### config.mk
export PLATFORM = sky130hd
export DESIGN_NAME = csim_queue
export DESIGN_NICKNAME = d
export VERILOG_FILES = /design/src/hw/rtl/csim_pkg.sv /design/src/hw/rtl/csim_queue.sv
export SDC_FILE = /design/constraint.sdc
export NUM_CORES = 1
export LEC_CHECK = 0
export CORE_ASPECT_RATIO = 1.25
export CORE_MARGIN = 2
export CORE_UTILIZATION = 45
export CTS_CLUSTER_SIZE = 8
export DETAILED_ROUTE_END_ITERATION = 8
export DONT_BUFFER_PORTS = 1
export GPL_TIMING_DRIVEN = 0
export PLACE_DENSITY = 0.61
export SKIP_CTS_REPAIR_TIMING = 1
export SYNTH_ARGS = -nofsm -noshare
export SYNTH_HDL_FRONTEND = slang
export SYNTH_SLANG_ARGS = --single-unit
### constraint.sdc
create_clock -name clk_i -period 4.2 [get_ports clk_i]
set_input_delay 0.42 -clock clk_i [delete_from_list [all_inputs] [get_ports clk_i]]
set_output_delay 0.42 -clock clk_i [all_outputs]
set_load 0.03 [all_outputs]
### src/hw/rtl/csim_pkg.sv
// Shared types and constants for the streaming cosine similarity block.
`default_nettype none
package csim_pkg;

  localparam int ElemBits      = 16;
  localparam int AccBits       = 48;
  localparam int NormBits      = 30;
  localparam int SqrtBits      = 2 * NormBits;
  localparam int QuotBits      = 16;
  localparam int QueueDepthDef = 4;

  typedef struct packed {
    logic signed [AccBits-1:0] dot;
    logic [AccBits-1:0]        norm_a;
    logic [AccBits-1:0]        norm_b;
    logic                      degen;
  } csim_job_t;

  typedef enum logic [2:0] {
    ST_IDLE,
    ST_SHIFT,
    ST_MUL,
    ST_SQRT,
    ST_CAP,
    ST_DIV,
    ST_DONE
  } csim_state_e;

endpackage
`default_nettype wire

### src/hw/rtl/csim_queue.sv
// Small register queue of finished vector sums between the front and back ends.
`default_nettype none
module csim_queue import csim_pkg::*; #(
  parameter int Depth = QueueDepthDef,
  localparam int PtrW = (Depth > 1) ? $clog2(Depth) : 1,
  localparam int CntW = $clog2(Depth + 1)
) (
  input  wire logic      clk_i,
  input  wire logic      rst_ni,
  input  wire logic      push_i,
  input  csim_job_t      job_i,
  input  wire logic      pop_i,
  output csim_job_t      job_o,
  output logic           empty_o,
  output logic           full_o,
  output logic [CntW-1:0] count_o
);

  csim_job_t mem_q [Depth];
  logic [PtrW-1:0] wr_q, rd_q;
  logic [CntW-1:0] cnt_q;

  assign job_o   = mem_q[rd_q];
  assign empty_o = (cnt_q == '0);
  assign full_o  = (cnt_q == CntW'(Depth));
  assign count_o = cnt_q;

  always_ff @(posedge clk_i) begin
    if (push_i) begin
      mem_q[wr_q] <= job_i;
    end
  end

  always_ff @(posedge clk_i or negedge rst_ni) begin
    if (!rst_ni) begin
      wr_q  <= '0;
      rd_q  <= '0;
      cnt_q <= '0;
    end else begin
      if (push_i) begin
        wr_q <= (wr_q == PtrW'(Depth - 1)) ? '0 : wr_q + 1'b1;
      end
      if (pop_i) begin
        rd_q <= (rd_q == PtrW'(Depth - 1)) ? '0 : rd_q + 1'b1;
      end
      if (push_i && !pop_i) begin
        cnt_q <= cnt_q + 1'b1;
      end else if (pop_i && !push_i) begin
        cnt_q <= cnt_q - 1'b1;
      end
    end
  end

endmodule
`default_nettype wire

==> flow_summary.ini <==
[sta]
final_min_period_over_clock_period_pct = 72.37
hold_violations = 0
fin_worst_skew_ns = 0.01447
achievable-frequency_mhz = 329.0
grt_setup_unrepaired = no
whs_ns = 0.1237
timing_max_transition_violations_final = 0
timing.max_slew.rel_slack_pct = 36.56
worst_slew_pin_slew_ns = 0.9496
setup_viol = 0
finalCriticalPeriod_ns = 3.040

[place]
place.gp.congestion = 0.6822
detailed_place.area_um2 = 22580
portBuffers = 0
dp_hpwl_mm = 25.62

[min_path]
hold_class = primary input to register

[worst_setup_path]
timing.critical_path.cells = clkbuf_1 > buf_2 > mux4_2
crit_path_max_fanout = 10
data_required_time_at_the_worst_endpoint_ns = 3.78
crit_type = register to output pin
crit_path_max_incr_delay_ns = 0.70
crit_path_end_kind = output pin
rrSetupSlack_ns = 2.05
cp.arrival_ns = 2.62
crit_path_start_kind = register
slowest_cp_cell = clkbuf_1

[floorplan]
chipHeight_um = 248.1
die_x_um = 199.3
ios = 299
die-area_um2 = 49460
design.core.area_um2 = 47100
floorplan.initialDensity_pct = 45.55
rows = 89

[logic_synthesis]
syn_avg_cell_area_um2 = 26.99
synth.most_common_cell = edfxtp_1
yosys-top-cells-count = edfxtp_1, mux4_2, buf_2
ys_seq_area_share_pct = 81.98
synth_nets = 951
syn-cell-area_um2 = 21460
synth_edf_count = 580
netlist.area_leader.share_pct = 81.17
postSynthCellCount = 795
ffs_latches_synth = 587
synth_cell_types = 20
synth.area.top_cells = edfxtp_1, mux4_2, buf_12
ys_async_sr_fraction_pct = 1.193
ys_warn_count = 0
synth_flop_cell = edfxtp_1
yosys.area.top_type = edfxtp_1

[clocking]
cts.sinks = 587
clockRootBuffer = clkbuf_16
clk-insertion-delay-late_ns = 0.60
cts_made_buffers = 83
cts.clk_slew.worst_paths_ns = 0.05
ctsLongestPathBuffers = 3
htree_levels = 3
cts_tree = built

[routing]
antenna_left = 0
detail_route.first_pass.iterations = 6
via_count_of_the_routed_design = 9122
drt_wl_total_mm = 42.01
post_route_drc = 0
drt-initial-drc-count = 423
avgRoutedWirePerCell_um = 24.78
viasPerCell = 5.382

[pwr]
p_leak_nw = 8.492
pwr-share-comb_pct = 31.2
power_switching_mw = 6.521
p_int_mw = 13.21
sequential_share_of_power_pct = 39.2
vdd_drop_max_mv = 0.4449
share_clk_of_total_power_pct = 29.6
power_density_nw_per_um2 = 749.7
fraction_of_power_spent_switching_nets_pct = 33.05
p_total_mw = 19.73

[global_route]
number_of_global_route_vias_before_repair = 9308
number_of_antenna_violations_at_the_first_check_in_global_routing = 5
global_route.usage.total_pct = 16.89
grt_remaining_overflow = 0
first_pass_grt_wire_length_mm = 59.66
grt_start_max_net_pins = 56

[run_status]
outcome = complete, no violations

[layout]
layout.nets = 1196
area.growth.synth_to_final_pct = 22.65
finalInstanceArea_um2 = 26320
drive_above_1_share_pct = 27.13

[run]
max_cap_check_violation_count = 0
## placed cells by master (no fill, tap or decap)
cell,synthesis,layout
buf_2,13,13
bufinv_16,0,1
buf_16,0,10
mux4_2,145,145
nand2_1,2,2
o21ai_0,2,2
nor2_1,3,3
and2_4,0,4
buf_4,2,2
clkbuf_1,2,10
fa_1,1,1
inv_1,4,4
edfxtp_1,580,580
buf_12,11,13
inv_6,0,3
buf_6,5,5
clkbuf_16,0,85
xnor2_1,1,1
xor2_1,2,2
nor3b_1,1,1
dlygate4sd3_1,0,148
mux2_2,3,3
clkinv_8,0,2
dfrtp_1,7,7
ha_1,6,6
nor3_1,1,1
diode_2,0,4
## flip-flops by register name, summed over array words and instances, names as in the netlist
name	count
count_o	3
rd_q	2
wr_q	2
mem_q	580
## cells by family after synthesis
kind of cell / Yosys count / synth area share, %
simple gates: 11 / 0.2624
fa+ha+maj: 7 / 0.4431
flops: 587 / 81.98
xor+xnor: 3 / 0.1225
mux: 148 / 15.38
buf+inv: 37 / 1.767
compound gates: 2 / 0.04665
## metrics by stage
| step | std cells | utilization (%) | worst slack (ns) | TNS, ns |
|---|---|---|---|---|
| 6_report | 1695 | 55.87 | 1.160 | 0 |
| 5_1_grt | 1695 | 55.87 | 1.012 | 0 |
| 4_1_cts | 1543 | 52.71 | 1.028 | 0 |
| 3_5_place_dp | 1444 | 47.94 | 1.690 | 0 |
| 3_3_place_gp | 1432 | 47.26 | -0.2059 | -93.90 |
| 2_1_floorplan | 795 | - | 1.355 | 0 |
## critical path, delay by kind of cell, from the launching register on
kind | cells | cell delay (ns)
buffers and inverters | 2 | 1.15
flip-flops | 1 | 0.36
multiplexers | 1 | 0.49
## power by group through the flow
stage	Combinational (mW)	Sequential, mW	Clock [mW]
detailed placement	6.15	7.85	0
global placement	5.99	7.95	0
floorplan	4.84	7.85	0
CTS	6.17	7.75	5.98
finish	6.16	7.73	5.84
global route	6.52	7.80	6.22
## area by class of cell
cell class              count  area [um^2]
clock inverters             6        88.84
flip-flops and latches    587        17590
multi-input cells         171         3497
diodes                      4        10.01
well taps                 637        797.0
plain buffers              33        364.1
repair buffers            160         1797
clock buffers              93         2157
fillers                  3458        20790
inverters                   4        15.01
## per-layer routing
layer / vias to the layer above / share of wire (%) / GRT usage [%] / wire, um
met3: 81 / 7.9 / 7.541 / 3326
li1: 3919 / - / - / -
met2: 285 / 51 / 27.51 / 21230
met4: 2 / 3.1 / 7.880 / 1288
met1: 4835 / 38 / 19.13 / 16150
met5: - / 0.031 / 0 / 13
## path summary, 6_finish.rpt
path | start | to | depth (start not counted)
max | rd_q[1] | job_o[51] | 3
max reg2reg | wr_q[0] | mem_q[2][44] | 5
min | push_i | count_o[0] | 2
min in group asynchronous | rst_ni | rd_q[0] | 1
max in group asynchronous | rst_ni | count_o[2] | 1
min reg2reg | wr_q[0] | wr_q[0] | 3
No activity file was read; power rests on OpenSTA's default activity.
