### config.mk
export PLATFORM = sky130hd
export DESIGN_NAME = csim_front
export DESIGN_NICKNAME = d
export VERILOG_FILES = /design/src/hw/rtl/csim_pkg.sv /design/src/hw/rtl/csim_front.sv
export SDC_FILE = /design/constraint.sdc
export NUM_CORES = 2
export LEC_CHECK = 0
export BUFFER_PORTS_ARGS = -buffer_cell sky130_fd_sc_hd__buf_2
export CAP_MARGIN = 10
export CORE_MARGIN = 1
export CORE_UTILIZATION = 29
export CTS_CLUSTER_SIZE = 8
export DETAILED_ROUTE_END_ITERATION = 10
export PLACE_DENSITY = 0.55
export SLEW_MARGIN = 20
export SYNTH_ARGS = -nofsm -noshare
export SYNTH_HDL_FRONTEND = slang
export SYNTH_SLANG_ARGS = --single-unit
export TNS_END_PERCENT = 5
### constraint.sdc
create_clock -name clk_i -period 3.94 [get_ports clk_i]
set_clock_uncertainty 0.05 [all_clocks]
set_input_delay 0.197 -clock clk_i [delete_from_list [all_inputs] [get_ports clk_i]]
set_output_delay 0.197 -clock clk_i [all_outputs]
set_load 0.05 [all_outputs]
### src/hw/rtl/csim_pkg.sv
// Shared types and constants for the streaming cosine similarity block.
`default_nettype none
package csim_pkg;

  localparam int ElemBits      = 16;
  localparam int AccBits       = 48;
  localparam int NormBits      = 30;
  localparam int SqrtBits      = 2 * NormBits;
  localparam int QuotBits      = 16;
  localparam int QueueDepthDef = 4;

  typedef struct packed {
    logic signed [AccBits-1:0] dot;
    logic [AccBits-1:0]        norm_a;
    logic [AccBits-1:0]        norm_b;
    logic                      degen;
  } csim_job_t;

  typedef enum logic [2:0] {
    ST_IDLE,
    ST_SHIFT,
    ST_MUL,
    ST_SQRT,
    ST_CAP,
    ST_DIV,
    ST_DONE
  } csim_state_e;

endpackage
`default_nettype wire

### src/hw/rtl/csim_front.sv
// Front end: multiplies element pairs and keeps saturating running sums per vector pair.
`default_nettype none
module csim_front import csim_pkg::*; (
  input  wire logic                       clk_i,
  input  wire logic                       rst_ni,
  input  wire logic                       accept_i,
  input  wire logic signed [ElemBits-1:0] a_elem_i,
  input  wire logic signed [ElemBits-1:0] b_elem_i,
  input  wire logic                       elem_present_i,
  input  wire logic                       is_last_i,
  output logic                            pending_last_o,
  output logic                            push_o,
  output csim_job_t                       job_o
);

  logic s1_valid_q, s1_last_q, s1_present_q;
  logic signed [2*ElemBits-1:0] prod_ab_q;
  logic [2*ElemBits-1:0] prod_aa_q, prod_bb_q;
  logic signed [AccBits-1:0] dot_q, dot_d, dot_new;
  logic [AccBits-1:0] na_q, na_d, na_new, nb_q, nb_d, nb_new;
  logic any_q, any_d, any_new;
  logic signed [AccBits:0] dot_sum;
  logic [AccBits:0] na_sum, nb_sum;
  logic signed [2*ElemBits-1:0] ab_w, aa_w, bb_w;

  assign ab_w = a_elem_i * b_elem_i;
  assign aa_w = a_elem_i * a_elem_i;
  assign bb_w = b_elem_i * b_elem_i;

  always_ff @(posedge clk_i or negedge rst_ni) begin
    if (!rst_ni) begin
      s1_valid_q   <= 1'b0;
      s1_last_q    <= 1'b0;
      s1_present_q <= 1'b0;
    end else begin
      s1_valid_q   <= accept_i;
      s1_last_q    <= is_last_i;
      s1_present_q <= elem_present_i;
    end
  end

  always_ff @(posedge clk_i) begin
    if (accept_i) begin
      prod_ab_q <= ab_w;
      prod_aa_q <= $unsigned(aa_w);
      prod_bb_q <= $unsigned(bb_w);
    end
  end

  assign dot_sum = {dot_q[AccBits-1], dot_q}
                 + {{(AccBits+1-2*ElemBits){prod_ab_q[2*ElemBits-1]}}, prod_ab_q};
  assign na_sum  = {1'b0, na_q} + {{(AccBits+1-2*ElemBits){1'b0}}, prod_aa_q};
  assign nb_sum  = {1'b0, nb_q} + {{(AccBits+1-2*ElemBits){1'b0}}, prod_bb_q};

  always_comb begin
    dot_new = dot_q;
    na_new  = na_q;
    nb_new  = nb_q;
    any_new = any_q;
    if (s1_valid_q && s1_present_q) begin
      if (dot_sum[AccBits] != dot_sum[AccBits-1]) begin
        dot_new = dot_sum[AccBits] ? {1'b1, {(AccBits-1){1'b0}}} : {1'b0, {(AccBits-1){1'b1}}};
      end else begin
        dot_new = dot_sum[AccBits-1:0];
      end
      na_new  = na_sum[AccBits] ? {AccBits{1'b1}} : na_sum[AccBits-1:0];
      nb_new  = nb_sum[AccBits] ? {AccBits{1'b1}} : nb_sum[AccBits-1:0];
      any_new = 1'b1;
    end
  end

  assign push_o         = s1_valid_q && s1_last_q;
  assign pending_last_o = push_o;
  assign job_o.dot      = dot_new;
  assign job_o.norm_a   = na_new;
  assign job_o.norm_b   = nb_new;
  assign job_o.degen    = !any_new || (na_new == '0) || (nb_new == '0);

  always_comb begin
    if (push_o) begin
      dot_d = '0;
      na_d  = '0;
      nb_d  = '0;
      any_d = 1'b0;
    end else begin
      dot_d = dot_new;
      na_d  = na_new;
      nb_d  = nb_new;
      any_d = any_new;
    end
  end

  always_ff @(posedge clk_i or negedge rst_ni) begin
    if (!rst_ni) begin
      dot_q <= '0;
      na_q  <= '0;
      nb_q  <= '0;
      any_q <= 1'b0;
    end else begin
      dot_q <= dot_d;
      na_q  <= na_d;
      nb_q  <= nb_d;
      any_q <= any_d;
    end
  end

endmodule
`default_nettype wire

==> run_results.csv <==
group,metric,value,unit
clocking,cts.sinks,242,
critical_path,crit_chain,"buf_4 > buf_12 > buf_4 > and2_4 > fa_1 > inv_1 > fa_1 > inv_1 > fa_2 > fa_2 > fa_1 > inv_1 > fa_1 > inv_1 > ha_4 > or3_4 > a211oi_2 > o31ai_2 > nand2_1 > a311oi_2 > o21a_1 > o21a_1 > nand2_1 > o311ai_2",
die,die_y,394,um
synth,ys.flop_type,"dfrtp_1",
clocking,cts_htree_levels,2,
sta,final_hold_viol_count,0,
layout,nNetsFinal,7205,
synth,yosys_warnings,0,
synth,synthArstFlopShare,61.2,%
clocking,clk_latency,0.58,ns
run,cap_viol_max_count,0,
clocking,cts_buffers,38,
outcome,violations,"setup timing",
clocking,root_buffer,"clkbuf_16",
layout,area_growth,33.5,%
drt,drcViolationCount,0,
synth,synth_edf_count,94,
die,core_area,152000,um2
drt,ant_nets,0,
critical_path,crit_required,4.18,ns
critical_path,crit_arrival,5.89,ns
critical_path,r2r_cells,16,
drt,drt-total-wl,134000,um
die,die_area,155000,um2
critical_path,crit_path_top_delay_cell,"fa_2",
sta,slew_headroom,53.9,%
drt,viasPerCell,4.67,
synth,syn-cell-area,44500,um2
layout,drive_gt1_share,28.0,%
drt,post_drt_wl_per_cell,16.5,um
die,initial_utilization,29.3,%
min_path,worst_hold_path_type,"in -> async",
synth,synth_cells,4916,
sta,setup_viol,153,
critical_path,setup.worst_path.end_class,"register",
global_route,grt_max_degree,98,
critical_path,slowest_delay,0.56,ns
die,die_x,394,um
global_route,grt_pass1_vias,40405,
sta,drv_slew,0,
critical_path,worstSetupPathType,"in -> reg",
placed_design,gp_congestion,0.910,
drt,via_count,37857,
sta,min_period,5.65,ns
sta,tightest_slew,0.691,ns
layout,layout.cells.non_filler,8113,
placed_design,hpwlAfterDp,111000,um
critical_path,cp_max_fo,7,
die,ioPinCount,184,
clocking,cts.reportedPaths.clkPinSlew,0.06,ns
synth,synth_nets,6062,
outcome,outcome,"finished, violations left",
clocking,cts_tree,"done",
global_route,grt_overflow,0,
die,rows,143,
sta,rsz0062_at_grt,"yes",
synth,synth.distinct_cells,99,
critical_path,worst_setup_path_start_kind,"input port",
global_route,grt_pass1_wl,216000,um
sta,period_share,144,%
sta,max_freq,177,MHz
global_route,grt_usage,17.4,%
sta,fin_ws,-1.71,ns
placed_design,place_inst,7999,
global_route,antenna_found_initial,3,
synth,syn_avg_cell_area,9.05,um2
synth,synth_seq_area_share,14.7,%
synth,synth-seq-cells,242,
placed_design,port_buffers,183,
clocking,cts_buffer_depth,3,
drt,drt_first_iter_violations,1946,
drt,drtPass1Iterations,6,
==> placed cells by master (no fill, tap or decap), types with 18 or more instances in the layout <==
| master | instances |
|---|---|
| buf_4 | 1077 |
| inv_1 | 957 |
| fa_1 | 693 |
| nand2_1 | 444 |
| ha_1 | 342 |
| nor2_1 | 254 |
| and2_1 | 210 |
| a21oi_1 | 192 |
| xnor2_1 | 151 |
| dfrtp_1 | 148 |
| edfxtp_1 | 94 |
| buf_2 | 90 |
| a21o_1 | 81 |
| a22o_1 | 77 |
| o21ai_0 | 75 |
| buf_6 | 65 |
| nand3_1 | 59 |
| xor2_1 | 56 |
| nor3_1 | 54 |
| nand2b_1 | 42 |
| a31oi_1 | 41 |
| clkbuf_16 | 40 |
| and3_1 | 39 |
| nand4_1 | 39 |
| buf_12 | 38 |
| fa_2 | 37 |
| o21a_1 | 30 |
| ha_4 | 30 |
| nor2b_1 | 29 |
| a21oi_2 | 28 |
| a211oi_1 | 26 |
| o21ai_1 | 25 |
| mux2i_1 | 24 |
| inv_2 | 22 |
| and2_4 | 21 |
| or3_1 | 18 |
| clkbuf_1 | 18 |
| buf_8 | 18 |
==> cells by family after synthesis <==
group / Yosys count / share of synthesized area (%)
and+or+nand+nor: 1348 / 14.6
buffers and inverters: 1188 / 10.1
adders and majority gates: 1109 / 43.5
AOI/OAI and AO/OA: 783 / 12.1
DFF: 242 / 14.7
xor gates and xnor gates: 216 / 4.27
muxes: 30 / 0.700
==> state kept, by name, summed over array words and instances, names as in the netlist <==
name / cells
s1_present_q: 1
nb_q: 48
na_q: 48
prod_bb_q: 31
s1_last_q: 1
any_q: 1
prod_ab_q: 32
prod_aa_q: 31
dot_q: 48
s1_valid_q: 1
==> synthesized netlist by cell type, types with 62 or more instances <==
library cell | count | share of area (%)
fa_1 | 730 | 33
nand3_1 | 65 | 0.73
a21o_1 | 81 | 1.4
o21ai_0 | 108 | 1.2
edfxtp_1 | 94 | 6.3
nor2_1 | 279 | 2.4
a22o_1 | 78 | 1.5
xnor2_1 | 156 | 3.1
ha_1 | 379 | 11
nor3_1 | 62 | 0.70
a21oi_1 | 219 | 2.5
inv_1 | 982 | 8.3
and2_1 | 232 | 3.3
nand2_1 | 465 | 3.9
dfrtp_1 | 148 | 8.3
clkbuf_1 | 162 | 1.4
==> timing repair <==
item,CTS,global route
gates cloned,6,0
gates resized for setup,465,83
setup endpoints to repair,243,239
endpoints found under the hold margin,54,0
hold buffers,4,0
pin swaps,144,66
buffers inserted,35,10
==> critical path, delay by kind of cell <==
kind	cells	cell delay, ns
AO/OA/AOI/OAI	6	1.04
adder cells (fa/ha/maj)	7	3.20
buffers and inverters	7	0.69
AND/OR/NAND/NOR	4	0.76
==> worst paths after layout <==
check / startpoint / to / slack, ns
worst min register to register: any_q / any_q / 0.44
worst max register to register: dot_q[16] / dot_q[25] / 0.01
min in group clk_i: accept_i / prod_ab_q[17] / 0.09
max in group asynchronous: rst_ni / nb_q[19] / 2.72
worst max-delay path: b_elem_i[10] / prod_bb_q[30] / -1.71
worst min-delay path: rst_ni / dot_q[23] / 0.08
==> routing by layer <==
layer | GRT usage [%] | wire length [um]
met5 | 0 | 27
met4 | 4.11 | 3140
met3 | 1.77 | 5530
met2 | 29.7 | 64000
met1 | 23.5 | 61000
==> per-stage QoR <==
| stage | hold WS (ns) | TNS (ns) | setup slack [ns] | area (um2) | utilization, % |
|---|---|---|---|---|---|
| finish | 0.0830 | -107.63 | -1.71 | 59400 | 39.1 |
| global route | 0.0992 | -156.64 | -1.92 | 59400 | 39.1 |
| CTS | 0.0614 | -106.97 | -1.69 | 59100 | 38.9 |
| detailed placement | 0.120 | -167.68 | -2.67 | 55700 | 36.6 |
| global placement | 0.116 | -163.62 | -2.60 | 55700 | 36.6 |
| floorplan | -0.149 | -96.27 | -2.09 | 44900 | - |
==> final cells by class <==
cell class / instances / area [um2]
fillers: 15473 / 92700
multi-input cells: 3486 / 34900
repair buffers: 1299 / 10500
flip-flops and latches: 242 / 6530
inverters: 992 / 3750
well taps: 2030 / 2540
clock buffers: 59 / 1080
clock inverters: 4 / 65.1
diodes: 1 / 2.50
Power is left out: the tool's default activity adds up to more than one toggle a clock period on the data nets, which glitch-free logic cannot reach.
