--- src/hw/rtl/csim_pkg.sv ---
// Shared types and constants for the streaming cosine similarity block.
`default_nettype none
package csim_pkg;

  localparam int ElemBits      = 16;
  localparam int AccBits       = 48;
  localparam int NormBits      = 30;
  localparam int SqrtBits      = 2 * NormBits;
  localparam int QuotBits      = 16;
  localparam int QueueDepthDef = 4;

  typedef struct packed {
    logic signed [AccBits-1:0] dot;
    logic [AccBits-1:0]        norm_a;
    logic [AccBits-1:0]        norm_b;
    logic                      degen;
  } csim_job_t;

  typedef enum logic [2:0] {
    ST_IDLE,
    ST_SHIFT,
    ST_MUL,
    ST_SQRT,
    ST_CAP,
    ST_DIV,
    ST_DONE
  } csim_state_e;

endpackage
`default_nettype wire

--- src/hw/rtl/csim_back.sv ---
// Back end: norm scaling, iterative square root and division, and the result register.
`default_nettype none
module csim_back import csim_pkg::*; (
  input  wire logic                clk_i,
  input  wire logic                rst_ni,
  input  csim_job_t                job_i,
  input  wire logic                job_valid_i,
  output logic                     pop_o,
  input  wire logic                out_ready_i,
  output logic                     out_valid_o,
  output logic signed [15:0]       similarity_o,
  output logic                     degenerate_o
);

  localparam int NumW = AccBits + QuotBits + 1;
  localparam int DenW = NormBits + 2;
  localparam int DshW = DenW + QuotBits - 1;

  csim_state_e state_q, state_d;
  logic load_out;

  logic [NumW-1:0] num_q;
  logic neg_q, degen_q, cap_q;
  logic [AccBits-1:0] na_q, nb_q;
  logic [SqrtBits:0] v_q, res_q, bit_q;
  logic [DshW-1:0] dsh_q;
  logic [QuotBits-1:0] quo_q;
  logic [3:0] cnt_q;

  logic sa, sb;
  logic [SqrtBits:0] trial;
  logic [DenW-1:0] den;
  logic [DenW+QuotBits:0] cap_lim;
  logic [QuotBits:0] q_full;
  logic signed [15:0] sim_w;

  assign sa    = |na_q[AccBits-1:NormBits];
  assign sb    = |nb_q[AccBits-1:NormBits];
  assign trial = res_q + bit_q;
  assign den   = (res_q == '0) ? DenW'(2) : {res_q[DenW-2:0], 1'b0};
  assign cap_lim = den * (QuotBits+1)'(32769);
  assign q_full  = cap_q ? (QuotBits+1)'(32768) : {1'b0, quo_q};

  always_comb begin
    if (degen_q) begin
      sim_w = '0;
    end else if (neg_q) begin
      sim_w = 16'(-q_full);
    end else if (q_full[QuotBits:QuotBits-1] != 2'b00) begin
      sim_w = 16'sd32767;
    end else begin
      sim_w = $signed(q_full[15:0]);
    end
  end

  always_comb begin
    state_d = state_q;
    unique case (state_q)
      ST_IDLE:  if (job_valid_i) state_d = job_i.degen ? ST_DONE : ST_SHIFT;
      ST_SHIFT: if (!sa && !sb) state_d = ST_MUL;
      ST_MUL:   state_d = ST_SQRT;
      ST_SQRT:  if (bit_q[0]) state_d = ST_CAP;
      ST_CAP:   state_d = ST_DIV;
      ST_DIV:   if (cnt_q == '0) state_d = ST_DONE;
      ST_DONE:  if (!out_valid_o || out_ready_i) state_d = ST_IDLE;
      default:  state_d = ST_IDLE;
    endcase
  end

  always_comb begin
    pop_o    = 1'b0;
    load_out = 1'b0;
    unique case (state_q)
      ST_IDLE: pop_o    = job_valid_i;
      ST_DONE: load_out = !out_valid_o || out_ready_i;
      default: ;
    endcase
  end

  always_ff @(posedge clk_i or negedge rst_ni) begin
    if (!rst_ni) begin
      state_q     <= ST_IDLE;
      out_valid_o <= 1'b0;
    end else begin
      state_q <= state_d;
      if (load_out) begin
        out_valid_o <= 1'b1;
      end else if (out_ready_i) begin
        out_valid_o <= 1'b0;
      end
    end
  end

  always_ff @(posedge clk_i) begin
    if (load_out) begin
      similarity_o <= sim_w;
      degenerate_o <= degen_q;
    end
    unique case (state_q)
      ST_IDLE: begin
        degen_q <= job_i.degen;
        neg_q   <= job_i.dot[AccBits-1];
        num_q   <= NumW'(job_i.dot[AccBits-1] ? -job_i.dot : job_i.dot);
        na_q    <= job_i.norm_a;
        nb_q    <= job_i.norm_b;
      end
      ST_SHIFT: begin
        if (sa) na_q <= na_q >> 2;
        if (sb) nb_q <= nb_q >> 2;
        num_q <= num_q >> ({1'b0, sa} + {1'b0, sb});
      end
      ST_MUL: begin
        v_q   <= (SqrtBits+1)'(na_q[NormBits-1:0] * nb_q[NormBits-1:0]);
        res_q <= '0;
        bit_q <= (SqrtBits+1)'(1) << SqrtBits;
      end
      ST_SQRT: begin
        if (v_q >= trial) begin
          v_q   <= v_q - trial;
          res_q <= (res_q >> 1) + bit_q;
        end else begin
          res_q <= res_q >> 1;
        end
        bit_q <= bit_q >> 2;
      end
      ST_CAP: begin
        num_q <= (num_q << QuotBits) + NumW'(res_q[NormBits:0]) + NumW'(res_q == '0);
        cap_q <= ((num_q << QuotBits) + NumW'(res_q[NormBits:0]) + NumW'(res_q == '0))
                 >= NumW'(cap_lim);
        dsh_q <= DshW'(den) << (QuotBits - 1);
        cnt_q <= 4'(QuotBits - 1);
        quo_q <= '0;
      end
      ST_DIV: begin
        if (num_q >= NumW'(dsh_q)) begin
          num_q <= num_q - NumW'(dsh_q);
          quo_q <= {quo_q[QuotBits-2:0], 1'b1};
        end else begin
          quo_q <= {quo_q[QuotBits-2:0], 1'b0};
        end
        dsh_q <= dsh_q >> 1;
        cnt_q <= cnt_q - 1'b1;
      end
      default: ;
    endcase
  end

endmodule
`default_nettype wire

--- config.mk ---
export PLATFORM = sky130hd
export DESIGN_NAME = csim_back
export DESIGN_NICKNAME = d
export VERILOG_FILES = /design/src/hw/rtl/csim_pkg.sv /design/src/hw/rtl/csim_back.sv
export SDC_FILE = /design/constraint.sdc
export NUM_CORES = 2
export LEC_CHECK = 0
export BUFFER_PORTS_ARGS = -buffer_cell sky130_fd_sc_hd__buf_2
export CAP_MARGIN = 20
export CORE_ASPECT_RATIO = 1.5
export CORE_MARGIN = 3
export CORE_UTILIZATION = 50
export CTS_CLUSTER_SIZE = 10
export DETAILED_ROUTE_END_ITERATION = 12
export PLACE_DENSITY = 0.7
export SETUP_SLACK_MARGIN = 0.05
export SLEW_MARGIN = 25
export SYNTH_ARGS = -nofsm -noshare
export SYNTH_HDL_FRONTEND = slang
export SYNTH_SLANG_ARGS = --single-unit
--- constraint.sdc ---
create_clock -name clk_i -period 13.53 [get_ports clk_i]
set_input_delay 1.353 -clock clk_i [delete_from_list [all_inputs] [get_ports clk_i]]
set_output_delay 1.353 -clock clk_i [all_outputs]
set_load 0.05 [all_outputs]
==> flow_summary_export.csv <==
group,metric,value,unit
status,status,"complete, no violations",
logic_synthesis,synth_area_leaders,"fa_1, edfxtp_1, ha_1, nand2_1, inv_1",
drt,wl_per_cell,22.16,µm
clock_tree,clockBufferDepth,3,
die,ioPinCount,168,
timing,final-setup-viol-count,0,
critical_path,critical_path_class,"flip-flop to flip-flop",
drt,detail_route.vias_per_cell,5.947,
place,io_buffer_count,167,
timing,period_share,0.6888,
timing,rsz0062_at_grt,"no",
global_route,track_usage,0.3040,
drt,firstDrtPassIters,6,
clock_tree,clkLatencyLatePin,0.67,ns
clock_tree,cts_setup_buffers,0,
timing,setup_tns,0,ns
finish,nNetsFinal,8925,
logic_synthesis,synth-seq-cells,405,
die,num_rows,162,
finish,syn_to_final_growth,6.057,%
logic_synthesis,synth_nets,9060,
critical_path,endpoint_kind,"flip-flop",
place,place_hpwl,159.9,mm
timing,fmax,107.3,MHz
timing,worst_pin_slew,1.063,ns
logic_synthesis,synthesis.area,65560,µm²
logic_synthesis,synth-main-ff-cell,"edfxtp_1",
timing,finClkSkew,0.02968,ns
logic_synthesis,netlist.area_leader.share,0.2391,
logic_synthesis,synthCells,7592,
die,die_area,135600,µm²
clock_tree,root_buffer,"clkbuf_16",
die,die_h,449.5,µm
clock_tree,cts_buffers,52,
global_route,first_global_vias,58018,
timing,finalHoldViolCount,0,
critical_path,start_kind,"flip-flop",
logic_synthesis,avgSynthCellArea,8.636,µm²
critical_path,arrival,9.70,ns
timing,finalWorstPathRequiredPeriod,9.319,ns
drt,drc,0,
logic_synthesis,synth_edf_count,401,
global_route,grt-ovfl-total,0,
global_route,grt_max_degree,79,
worst_hold_path,hold_path_class,"input port to async pin",
drt,ant_nets,0,
run,maxCapViolCount,0,
drt,vias,54810,
die,core,130100,µm²
critical_path,reg2reg_slack,4.21,ns
logic_synthesis,async_flop_share,0.009877,
drt,drt_iter0_markers,3732,
die,die_x,301.7,µm
global_route,antenna_found_initial,2,
die,initial_utilization,0.5038,
critical_path,crit_required,13.91,ns
logic_synthesis,synthDistinctLibCells,94,
critical_path,cp_max_fo,31,
clock_tree,cts_tree,"yes",
clock_tree,cts_resized,0,
logic_synthesis,synth_top_area_cell,"fa_1",
clock_tree,cts_htree_levels,2,
clock_tree,path_clk_slew,0.08,ns
logic_synthesis,synth_warnings,0,
drt,wl,204.2,mm
clock_tree,cts.sinks,405,
global_route,grt_first_pass_wirelength,323.3,mm
clock_tree,hold_buffers,0,
place,place_congestion,0.9720,
finish,drive_above_1_share,0.06260,
logic_synthesis,ys_seq_area_frac,0.1852,
timing,drv_slew,0,
timing,maxSlewHeadroom,0.2884,
sequential cells by signal, indices dropped and copies added (netlist names), 16 cells and up:
name	flops
num_q	65
res_q	61
v_q	61
na_q	48
nb_q	48
dsh_q	47
bit_q	31
quo_q	16
similarity_o	16
cell type report:
| class | count | area, µm² |
|---|---|---|
| multi-input cells | 5724 | 48040 |
| repair buffers | 284 | 1847 |
| diodes | 2 | 5.005 |
| fillers | 12057 | 60590 |
| clock buffers | 71 | 1403 |
| flip-flops and latches | 405 | 12140 |
| clock inverters | 18 | 226.5 |
| well taps | 1722 | 2155 |
| inverters | 990 | 3719 |
layer usage:
layer / up-vias / share of wire / track usage
met4: 0 / 0.081 / 0.1979
met5: - / 0 / 0
met2: 2103 / 0.51 / 0.5436
li1: 24950 / - / -
met1: 27058 / 0.36 / 0.3401
met3: 699 / 0.055 / 0.03365
critical path: stages (launching register included):
cell and delay [ns]:
edfxtp_1 0.78, and2_1 0.36, fa_1 0.54, inv_1 0.06
fa_1 0.53, inv_1 0.05, fa_1 0.50, inv_1 0.05
fa_1 0.48, inv_1 0.06, fa_1 0.53, fa_1 0.54
fa_1 0.55, inv_1 0.06, fa_1 0.59, inv_1 0.06
ha_1 0.39, a21oi_1 0.22, o21ai_0 0.16, a311oi_1 0.33
nand3_1 0.22, a2111oi_2 0.68, nor2_1 0.30, a211o_1 0.37
a311oi_1 0.33, xnor2_1 0.17, mux2i_1 0.10
through the flow:
step,instance area [µm²],util,hold slack (ns),setup slack (ns),cells
floorplan,65560,-,0.5003,3.554,7592
global placement,67640,0.5198,0.5103,4.293,9109
detailed placement,67720,0.5204,0.5254,4.289,9114
CTS,69350,0.5330,0.4525,4.250,9203
global route,69530,0.5343,0.4872,3.821,9215
finish,69540,0.5344,0.5147,4.211,9216
logic make-up (layout without fill, tap and decap cells):
| group | after synthesis | after routing | synth area share |
|---|---|---|---|
| AND/OR/NAND/NOR | 2575 | 2575 | 0.1908 |
| buffers and inverters | 1463 | 1363 | 0.08427 |
| AO/OA/AOI/OAI | 1364 | 1364 | 0.1326 |
| adder cells (fa/ha/maj) | 1319 | 1319 | 0.3414 |
| flip-flops | 405 | 405 | 0.1852 |
| XOR/XNOR | 378 | 378 | 0.05050 |
| multiplexers | 88 | 88 | 0.01531 |
| other | 0 | 2 | 0 |
synthesized netlist by cell type (all sizes together) (39+ instances only):
cell type and instances:
mux2i 62, buf 41, nor2 348, ha 536, a211oi 61, clkbuf 431, edfxtp 401, nor4 49
fa 783, xnor2 201, nand2b 49, and3 81, inv 988, or3 42, a31oi 84, o21bai 57
o21ai 339, nand4 94, nor2b 39, xor2 177, a21oi 362, a21o 127, nand3 113, and2 542
nand2 1073, nor3 69
final timing paths:
check                         start           to  depth (start not counted)
min in group clk_i         na_q[43]     na_q[41]                          2
hold reg to reg            na_q[43]     na_q[41]                          2
max in group asynchronous    rst_ni   state_q[0]                          1
hold / removal               rst_ni  out_valid_o                          1
setup / recovery           nb_q[20]      v_q[58]                         26
setup reg to reg           nb_q[20]      v_q[58]                         26
placed cells by master, fill, tap and decap left out, types with 26 or more instances in the layout:
master	count
mux2i_1	62
a211oi_1	60
inv_1	986
nor4_1	45
nor2_1	342
a21o_1	127
o21bai_1	55
nor2b_1	39
ha_1	535
o31ai_1	36
nor3_1	65
and3_1	81
o21ai_0	333
nand4_1	91
a31o_2	31
fa_1	783
or3_1	41
nand2b_1	49
edfxtp_1	401
a31oi_1	84
and2_1	540
xor2_1	177
o211ai_1	29
xnor2_1	201
o221ai_1	26
a21oi_1	359
buf_2	167
nand3_1	112
clkbuf_16	52
buf_4	101
nand2_1	1071
Power is left out: the tool's default activity adds up to more than one toggle a clock period on the data nets, which glitch-free logic cannot reach.
